**src/hw/rtl/ccc_pkg.sv**
```systemverilog
`default_nettype none

package ccc_pkg;

   localparam int unsigned CCC_EPOCH_YEAR = 2025;
   localparam int unsigned CCC_YEAR_BITS  = 12;

   localparam logic [5:0] SECONDS_PER_MIN = 6'd60;
   localparam logic [5:0] MINUTES_PER_HR  = 6'd60;
   localparam logic [4:0] HOURS_PER_DAY   = 5'd24;
   localparam logic [3:0] MONTH_JAN       = 4'd1;
   localparam logic [3:0] MONTH_FEB       = 4'd2;
   localparam logic [3:0] MONTH_DEC       = 4'd12;
   localparam logic [4:0] FEB_LEAP_DAYS   = 5'd29;

   typedef enum logic {
      REQ_TICK = 1'b0,
      REQ_SET  = 1'b1
   } ccc_req_kind_type;

   typedef struct packed {
      ccc_req_kind_type req_type;
      logic [4:0]       set_hour;
      logic [5:0]       set_minute;
      logic [5:0]       set_second;
      logic [4:0]       set_day;
      logic [3:0]       set_month;
      logic [11:0]      set_year;
   } ccc_req_type;

   typedef struct packed {
      logic [4:0]  hour;
      logic [5:0]  minute;
      logic [5:0]  second;
      logic [4:0]  day;
      logic [3:0]  month;
      logic [11:0] year;
      logic [16:0] seconds_of_day;
      logic [19:0] day_count;
   } ccc_rsp_type;

   // time and date state, year kept apart since its width is a parameter
   typedef struct packed {
      logic [4:0]  hour;
      logic [5:0]  minute;
      logic [5:0]  second;
      logic [4:0]  day;
      logic [3:0]  month;
      logic [16:0] sod;
      logic [19:0] day_count;
   } ccc_time_type;

   // days in a common year, month 1 to 12
   function automatic logic [4:0] month_len(input logic [3:0] m);
      logic [4:0] len;
      unique case (m)
         4'd1:    len = 5'd31;
         4'd2:    len = 5'd28;
         4'd3:    len = 5'd31;
         4'd4:    len = 5'd30;
         4'd5:    len = 5'd31;
         4'd6:    len = 5'd30;
         4'd7:    len = 5'd31;
         4'd8:    len = 5'd31;
         4'd9:    len = 5'd30;
         4'd10:   len = 5'd31;
         4'd11:   len = 5'd30;
         4'd12:   len = 5'd31;
         default: len = 5'd0;
      endcase
      return len;
   endfunction

   // days in the first n months of a common year, n from 0 to 12
   function automatic logic [8:0] days_before(input logic [3:0] n);
      logic [8:0] days;
      unique case (n)
         4'd0:    days = 9'd0;
         4'd1:    days = 9'd31;
         4'd2:    days = 9'd59;
         4'd3:    days = 9'd90;
         4'd4:    days = 9'd120;
         4'd5:    days = 9'd151;
         4'd6:    days = 9'd181;
         4'd7:    days = 9'd212;
         4'd8:    days = 9'd243;
         4'd9:    days = 9'd273;
         4'd10:   days = 9'd304;
         4'd11:   days = 9'd334;
         4'd12:   days = 9'd365;
         default: days = 9'd0;
      endcase
      return days;
   endfunction

endpackage

`default_nettype wire

```
**src/hw/rtl/calendar_clock_counter.sv**
```systemverilog
`default_nettype none

// Real-time clock and calendar. Each req beat is either a one-second tick
// (counted only while the run enable bit written on the csr port is set) or
// a set request that loads hour, minute, second, day, month and year. Every
// req beat yields exactly one rsp beat showing time, date, seconds since
// midnight and the day count from 1 January of EPOCH_YEAR after that beat.
// A beat is taken into an input register, the next state is computed in one
// pass of combinational logic, and the state and the rsp register load
// together once the rsp slot is free: one beat per cycle sustained while
// rsp_ready stays high. The rsp register and the input register form a
// two-deep stage, so a new req beat is taken while a result waits. The
// year counts modulo 2^YEAR_BITS and the year field shows its low 12 bits;
// seconds_of_day and day_count wrap at their field widths. The run enable
// bit should only be written while no beat is in flight.
module calendar_clock_counter #(
   parameter int unsigned EPOCH_YEAR = ccc_pkg::CCC_EPOCH_YEAR,
   parameter int unsigned YEAR_BITS  = ccc_pkg::CCC_YEAR_BITS
) (
   input  logic                 clock,
   input  logic                 reset,
   // request channel
   input  logic                 req_valid,
   output logic                 req_ready,
   input  ccc_pkg::ccc_req_type req_data,
   // result channel
   output logic                 rsp_valid,
   input  logic                 rsp_ready,
   output ccc_pkg::ccc_rsp_type rsp_data,
   // run enable register
   input  logic                 csr_valid,
   output logic                 csr_ready,
   input  logic                 csr_data
);

   // input stage
   logic                  in_valid_ff, in_valid_in;
   ccc_pkg::ccc_req_type  req_ff, req_in;

   // clock state
   ccc_pkg::ccc_time_type time_ff, time_in;
   logic [YEAR_BITS-1:0]  year_ff, year_in;
   logic                  run_enable_ff, run_enable_in;

   // result stage
   logic                  rsp_valid_ff, rsp_valid_in;
   ccc_pkg::ccc_rsp_type  rsp_data_ff, rsp_data_in;

   ccc_pkg::ccc_time_type time_nxt;
   logic [YEAR_BITS-1:0]  year_nxt;
   logic                  advance;
   logic                  retire;

   ccc_next #(
      .EPOCH_YEAR (EPOCH_YEAR),
      .YEAR_BITS  (YEAR_BITS)
   ) u_next (
      .req        (req_ff),
      .run_enable (run_enable_ff),
      .time_cur   (time_ff),
      .year_cur   (year_ff),
      .time_nxt   (time_nxt),
      .year_nxt   (year_nxt)
   );

   // result slot frees up when empty or being taken this cycle
   assign advance   = !rsp_valid_ff || rsp_ready;
   // the held beat commits its state change as it moves into the rsp slot
   assign retire    = in_valid_ff && advance;
   assign req_ready = !in_valid_ff || advance;
   assign csr_ready = 1'b1;

   always_comb begin
      in_valid_in   = in_valid_ff;
      req_in        = req_ff;
      time_in       = time_ff;
      year_in       = year_ff;
      rsp_valid_in  = rsp_valid_ff;
      rsp_data_in   = rsp_data_ff;
      run_enable_in = run_enable_ff;

      if (csr_valid) begin
         run_enable_in = csr_data;
      end

      if (req_ready) begin
         in_valid_in = req_valid;
         req_in      = req_data;
      end

      if (advance) begin
         rsp_valid_in = in_valid_ff;
      end

      if (retire) begin
         time_in                    = time_nxt;
         year_in                    = year_nxt;
         rsp_data_in.hour           = time_nxt.hour;
         rsp_data_in.minute         = time_nxt.minute;
         rsp_data_in.second         = time_nxt.second;
         rsp_data_in.day            = time_nxt.day;
         rsp_data_in.month          = time_nxt.month;
         rsp_data_in.year           = 12'(year_nxt);
         rsp_data_in.seconds_of_day = time_nxt.sod;
         rsp_data_in.day_count      = time_nxt.day_count;
      end
   end

   always_ff @(posedge clock) begin
      if (reset) begin
         in_valid_ff       <= 1'b0;
         rsp_valid_ff      <= 1'b0;
         run_enable_ff     <= 1'b0;
         time_ff.hour      <= 5'd0;
         time_ff.minute    <= 6'd0;
         time_ff.second    <= 6'd0;
         time_ff.day       <= 5'd1;
         time_ff.month     <= ccc_pkg::MONTH_JAN;
         time_ff.sod       <= 17'd0;
         time_ff.day_count <= 20'd1;
         year_ff           <= YEAR_BITS'(EPOCH_YEAR);
      end else begin
         in_valid_ff       <= in_valid_in;
         rsp_valid_ff      <= rsp_valid_in;
         run_enable_ff     <= run_enable_in;
         time_ff           <= time_in;
         year_ff           <= year_in;
      end
   end

   // payload registers, no reset
   always_ff @(posedge clock) begin
      req_ff      <= req_in;
      rsp_data_ff <= rsp_data_in;
   end

   assign rsp_valid = rsp_valid_ff;
   assign rsp_data  = rsp_data_ff;

   // state only moves when a beat commits into the rsp slot
   a_state_holds: assert property (@(posedge clock) disable iff (reset)
      !retire |=> $stable(time_ff) && $stable(year_ff))
      else $error("clock state changed without a committing beat");

   // a shown result always matches the live state
   a_rsp_tracks_state: assert property (@(posedge clock) disable iff (reset)
      rsp_valid_ff |-> rsp_data_ff.day_count == time_ff.day_count
                    && rsp_data_ff.seconds_of_day == time_ff.sod
                    && rsp_data_ff.year == 12'(year_ff))
      else $error("rsp payload out of step with clock state");

   // back pressure only when both stages are full and the output is stalled
   a_ready_only_when_full: assert property (@(posedge clock) disable iff (reset)
      !req_ready |-> in_valid_ff && rsp_valid_ff && !rsp_ready)
      else $error("req stalled with room in the pipeline");

   // a tick while stopped leaves the clock alone
   a_stopped_tick: assert property (@(posedge clock) disable iff (reset)
      retire && req_ff.req_type == ccc_pkg::REQ_TICK && !run_enable_ff
      |=> $stable(time_ff) && $stable(year_ff))
      else $error("clock advanced while run enable was clear");

endmodule

`default_nettype wire

```
**src/hw/rtl/ccc_next.sv**
```systemverilog
`default_nettype none

module ccc_next #(
   parameter int unsigned EPOCH_YEAR = ccc_pkg::CCC_EPOCH_YEAR,
   parameter int unsigned YEAR_BITS  = ccc_pkg::CCC_YEAR_BITS
) (
   input  ccc_pkg::ccc_req_type  req,
   input  logic                  run_enable,
   input  ccc_pkg::ccc_time_type time_cur,
   input  logic [YEAR_BITS-1:0]  year_cur,
   output ccc_pkg::ccc_time_type time_nxt,
   output logic [YEAR_BITS-1:0]  year_nxt
);

   localparam logic [31:0] EPOCH_W     = 32'(EPOCH_YEAR);
   localparam logic [31:0] EPOCH_LEAPS = 32'((EPOCH_YEAR + 3) / 4);

   // set path
   logic [YEAR_BITS-1:0] set_year_w;
   logic [31:0]          year_w;
   logic [31:0]          whole_days;
   logic [3:0]           months_done;
   logic [8:0]           month_days;
   logic                 set_leap_add;
   logic [16:0]          set_sod;
   logic [19:0]          set_dc;

   // tick path
   logic [6:0]           sec_inc;
   logic                 sec_carry;
   logic [6:0]           min_inc;
   logic                 min_carry;
   logic [5:0]           hr_inc;
   logic                 day_carry;
   logic [5:0]           day_inc;
   logic [4:0]           day_limit;
   logic                 month_known;
   logic                 month_over;
   ccc_pkg::ccc_time_type tick_time;
   logic [YEAR_BITS-1:0] tick_year;

   always_comb begin
      set_year_w = YEAR_BITS'(req.set_year);
      year_w     = 32'(set_year_w);
      if (year_w > EPOCH_W) begin
         whole_days = (year_w - EPOCH_W) * 32'd365 + ((year_w + 32'd3) >> 2) - EPOCH_LEAPS;
      end else begin
         whole_days = 32'd0;
      end
      if (req.set_month == 4'd0) begin
         months_done = 4'd0;
      end else if (req.set_month > ccc_pkg::MONTH_DEC) begin
         months_done = ccc_pkg::MONTH_DEC;
      end else begin
         months_done = req.set_month - 4'd1;
      end
      month_days   = ccc_pkg::days_before(months_done);
      set_leap_add = (months_done >= 4'd2) && (set_year_w[1:0] == 2'b00);
      set_sod      = 17'(req.set_second) + 17'(req.set_minute) * 17'd60
                   + 17'(req.set_hour) * 17'd3600;
      set_dc       = 20'(whole_days) + 20'(month_days) + 20'(set_leap_add)
                   + 20'(req.set_day);
   end

   always_comb begin
      sec_inc   = 7'(time_cur.second) + 7'd1;
      sec_carry = sec_inc >= 7'(ccc_pkg::SECONDS_PER_MIN);
      min_inc   = 7'(time_cur.minute) + 7'(sec_carry);
      min_carry = min_inc >= 7'(ccc_pkg::MINUTES_PER_HR);
      hr_inc    = 6'(time_cur.hour) + 6'(min_carry);
      day_carry = hr_inc >= 6'(ccc_pkg::HOURS_PER_DAY);
      day_inc   = 6'(time_cur.day) + 6'd1;

      month_known = (time_cur.month >= ccc_pkg::MONTH_JAN)
                 && (time_cur.month <= ccc_pkg::MONTH_DEC);
      if (time_cur.month == ccc_pkg::MONTH_FEB && year_cur[1:0] == 2'b00) begin
         day_limit = ccc_pkg::FEB_LEAP_DAYS;
      end else begin
         day_limit = ccc_pkg::month_len(time_cur.month);
      end
      month_over = month_known && (day_inc > 6'(day_limit));

      tick_time        = time_cur;
      tick_year        = year_cur;
      tick_time.second = sec_carry ? 6'd0 : sec_inc[5:0];
      tick_time.minute = min_carry ? 6'd0 : min_inc[5:0];
      tick_time.hour   = day_carry ? 5'd0 : hr_inc[4:0];
      tick_time.sod    = time_cur.sod + 17'd1;
      if (day_carry) begin
         tick_time.sod       = 17'd0;
         tick_time.day_count = time_cur.day_count + 20'd1;
         tick_time.day       = day_inc[4:0];
         if (month_over) begin
            tick_time.day = 5'd1;
            if (time_cur.month == ccc_pkg::MONTH_DEC) begin
               tick_time.month = ccc_pkg::MONTH_JAN;
               tick_year       = year_cur + YEAR_BITS'(1);
            end else begin
               tick_time.month = time_cur.month + 4'd1;
            end
         end
      end
   end

   always_comb begin
      time_nxt = time_cur;
      year_nxt = year_cur;
      if (req.req_type == ccc_pkg::REQ_SET) begin
         time_nxt.hour      = req.set_hour;
         time_nxt.minute    = req.set_minute;
         time_nxt.second    = req.set_second;
         time_nxt.day       = req.set_day;
         time_nxt.month     = req.set_month;
         time_nxt.sod       = set_sod;
         time_nxt.day_count = set_dc;
         year_nxt           = set_year_w;
      end else if (run_enable) begin
         time_nxt = tick_time;
         year_nxt = tick_year;
      end
   end

endmodule

`default_nettype wire

```
**config.mk**
```make
export PLATFORM = sky130hd
export DESIGN_NAME = calendar_clock_counter
export DESIGN_NICKNAME = d
export VERILOG_FILES = /design/src/hw/rtl/ccc_pkg.sv /design/src/hw/rtl/calendar_clock_counter.sv /design/src/hw/rtl/ccc_next.sv
export SDC_FILE = /design/constraint.sdc
export NUM_CORES = 1
export LEC_CHECK = 0
export BUFFER_PORTS_ARGS = -buffer_cell sky130_fd_sc_hd__buf_4
export CAP_MARGIN = 40
export CORE_MARGIN = 2
export CORE_UTILIZATION = 30
export DETAILED_ROUTE_END_ITERATION = 8
export GPL_TIMING_DRIVEN = 0
export HOLD_SLACK_MARGIN = 0.1
export PLACE_DENSITY_LB_ADDON = 0.2
export SYNTH_ARGS = -nofsm -noshare
export SYNTH_HDL_FRONTEND = slang
export SYNTH_SLANG_ARGS = --single-unit
```
**constraint.sdc**
```tcl
create_clock -name clock -period 8.65 [get_ports clock]
set_input_delay 0 -clock clock [delete_from_list [all_inputs] [get_ports clock]]
set_output_delay 0 -clock clock [all_outputs]
set_load 0.02 [all_outputs]
```
==> flow_summary.ini <==
[synthesis]
netlist_instances = 1724
avgSynthCellArea_sq_um = 9.14
synth_edf_count = 114
synth-seq-cells = 195
yosysWarnings = 0
synth-main-ff-cell = edfxtp_1
synthArstFlopShare_pct = 0
syn_nets = 2004
synth.distinct_cells = 87
post_synth_instance_area_sq_um = 15800
seq_area_frac_synth_pct = 32.0

[power]
ir_drop_mv = 0.359
leakage_uw = 0.00785
power_density_nw_per_um2 = 388

[clocking]
clkTransAtPathRegs_ns = 0.08
cts_tree = yes
clock_tree.root_cell = clkbuf_16
htree_num_levels = 4
cts_buffers = 17
cts_max_path_buffers = 2
worstSkewPairLatency_ns = 0.50
cts_num_sinks = 195

[final_layout]
final_common_cell = nand2_1
drive_gt1_share_pct = 10.5
fin_nets = 2193
synthToLayoutAreaGrowth_pct = 18.3
final_cell_mix = nand2_1 (205), inv_1 (168), ha_1 (158), a21oi_1 (133), buf_4 (125)
diodes = 0
fin_cells = 2614
n_fill_cell = 5367

[floorplan]
rows = 84
coreArea_sq_um = 52200
io_pins = 123
die_h_um = 233
initial_core_util_pct = 30.2
dieArea_sq_um = 54400
die-width_um = 233

[sta]
rsz0062_at_grt = no
finalHoldViolCount = 0
fin_crit_ns = 8.16
timing.slew.headroom_pct = 37.5
clock_skew_ns = 0.0145
worst_pin_slew_ns = 0.930
drv_slew = 0
setup_viol = 0
fin_crit_sh_pct = 94.4
fin_setup_tns_ns = 0
fmaxAchievable_ghz = 0.123

[route]
drt-total-wl_mm = 49.1
via_per_inst = 5.00
ant_nets = 0
vias = 13100
drt_iter0_drc = 835
drc = 0
routedWlPerCell_um = 18.8
dr.pass1.iters = 6

[critical_path]
worst_ep_required_time_ns = 8.92
crit_path_start_kind = flip-flop
crit_arrival_ns = 8.43
max_stage_delay_ns = 0.51
slowest_stage = fa_1
critical_path_class = flip-flop to flip-flop
cp_max_fo = 9
crit_top_cell = ha_1
end_kind = flip-flop

[placed_design]
place.gp.congestion = 0.902
placedCellCount = 2537
dp_hpwl_mm = 38.1
io_buffers = 120

[global_route]
antenna_found_initial = 0
grt_start_max_net_pins = 32
grt_pass1_wl_mm = 74.8
grt_overflow = 0
track_usage_pct = 18.3
first_global_vias = 12800

[job]
max_cap_violations = 0

[worst_hold_path]
hold_path.class = input port to flip-flop

[status]
status = complete, no violations
cells in the mapped netlist (11+ instances only):
library cell	instances	area (sq um)
and3_1	38	238
o21a_1	14	105
dfxtp_1	81	1620
mux2i_1	13	130
ha_1	159	1990
nand2b_1	14	87.6
xnor2_1	73	639
a21o_1	20	150
xor2_1	61	534
a21oi_1	133	666
edfxtp_1	114	3420
nor3_1	36	180
nand3_1	32	160
nor2b_1	17	106
o21bai_1	12	90.1
clkbuf_1	56	210
inv_1	168	631
o21ai_0	73	365
nand2_1	206	773
fa_1	76	1520
a31oi_1	11	68.8
nor2_1	101	379
nand4_1	15	93.8
layout make-up:
type                       count  area [sq um]  area share [%]
multi-input combinational   1285          9780            52.4
sequential                   195          5040            27.0
timing repair buffer         170          1430            7.69
tap                          688           861            4.62
inverter                     169           634            3.40
clock buffer                  19           433            2.32
buffer                        75           314            1.68
clock inverter                13           148           0.792
repair_timing:
item / in CTS / in global routing
hold buffers: 45 / 0
endpoints found under the setup margin: 0 / 10
setup buffers: 0 / 0
gates resized for setup: 0 / 2
hold endpoints to repair: 46 / 0
critical path, delay by kind of cell, from the launching register on:
kind,cells,cell delay [ns]
xor+xnor,2,0.44
compound gates,7,1.32
simple gates,6,1.36
buf+inv,5,0.77
flops,1,0.50
fa+ha+maj,9,3.51
per-layer routing:
metal	track usage [%]	routed length (um)	vias up
li1	-	-	6344
met1	25.7	23300	6308
met2	28.3	22000	357
met3	3.05	2740	52
met4	6.21	1120	0
met5	0	0	-
sequential cells by signal, summed over array words and instances (netlist names), named ones only:
register       cells
rsp_data          75
time_ff           63
req_ff            39
year_ff           12
in_valid_ff        1
rsp_valid          1
run_enable_ff      1
cell families after synthesis:
family / synth area share [%]
xor gates and xnor gates: 7.55
DFF: 32.0
muxes: 1.11
adders and majority gates: 22.3
other: 0.0238
buffers and inverters: 6.01
and+or+nand+nor: 16.1
AOI/OAI and AO/OA: 14.9
report_power, final:
part           internal, uW  leakage [uW]  total [uW]  switching [uW]
Sequential             1170       0.00178        1260            88.4
Combinational          2020       0.00579        5170            3150
Clock                   384      0.000280         809             425
final timing paths:
path	from	to	slack, ns	depth (start not counted)
setup / recovery	req_ff[0]$_DFFE_PP_	rsp_data[15]$_DFFE_PP_	0.49	29
hold / removal	req_data[11]	req_ff[11]$_DFFE_PP_	0.21	2
setup reg to reg	req_ff[0]$_DFFE_PP_	rsp_data[15]$_DFFE_PP_	0.49	29
hold reg to reg	time_ff[34]$_SDFFE_PP0P_	time_ff[34]$_SDFFE_PP0P_	0.47	2
metrics by stage:
stage               power, uW  hold WS [ns]  instance area [sq um]  util [%]  worst slack, ns
global placement         6410         0.179                  17500      33.5            0.237
global route             7900         0.195                  18700      35.7          0.00599
CTS                      7280         0.174                  18600      35.7            0.213
finish                   7240         0.209                  18700      35.7            0.487
floorplan                5020        0.0989                  15800         -             1.78
detailed placement       6400         0.179                  17600      33.7            0.260
No activity file was read; power rests on OpenSTA's default activity.
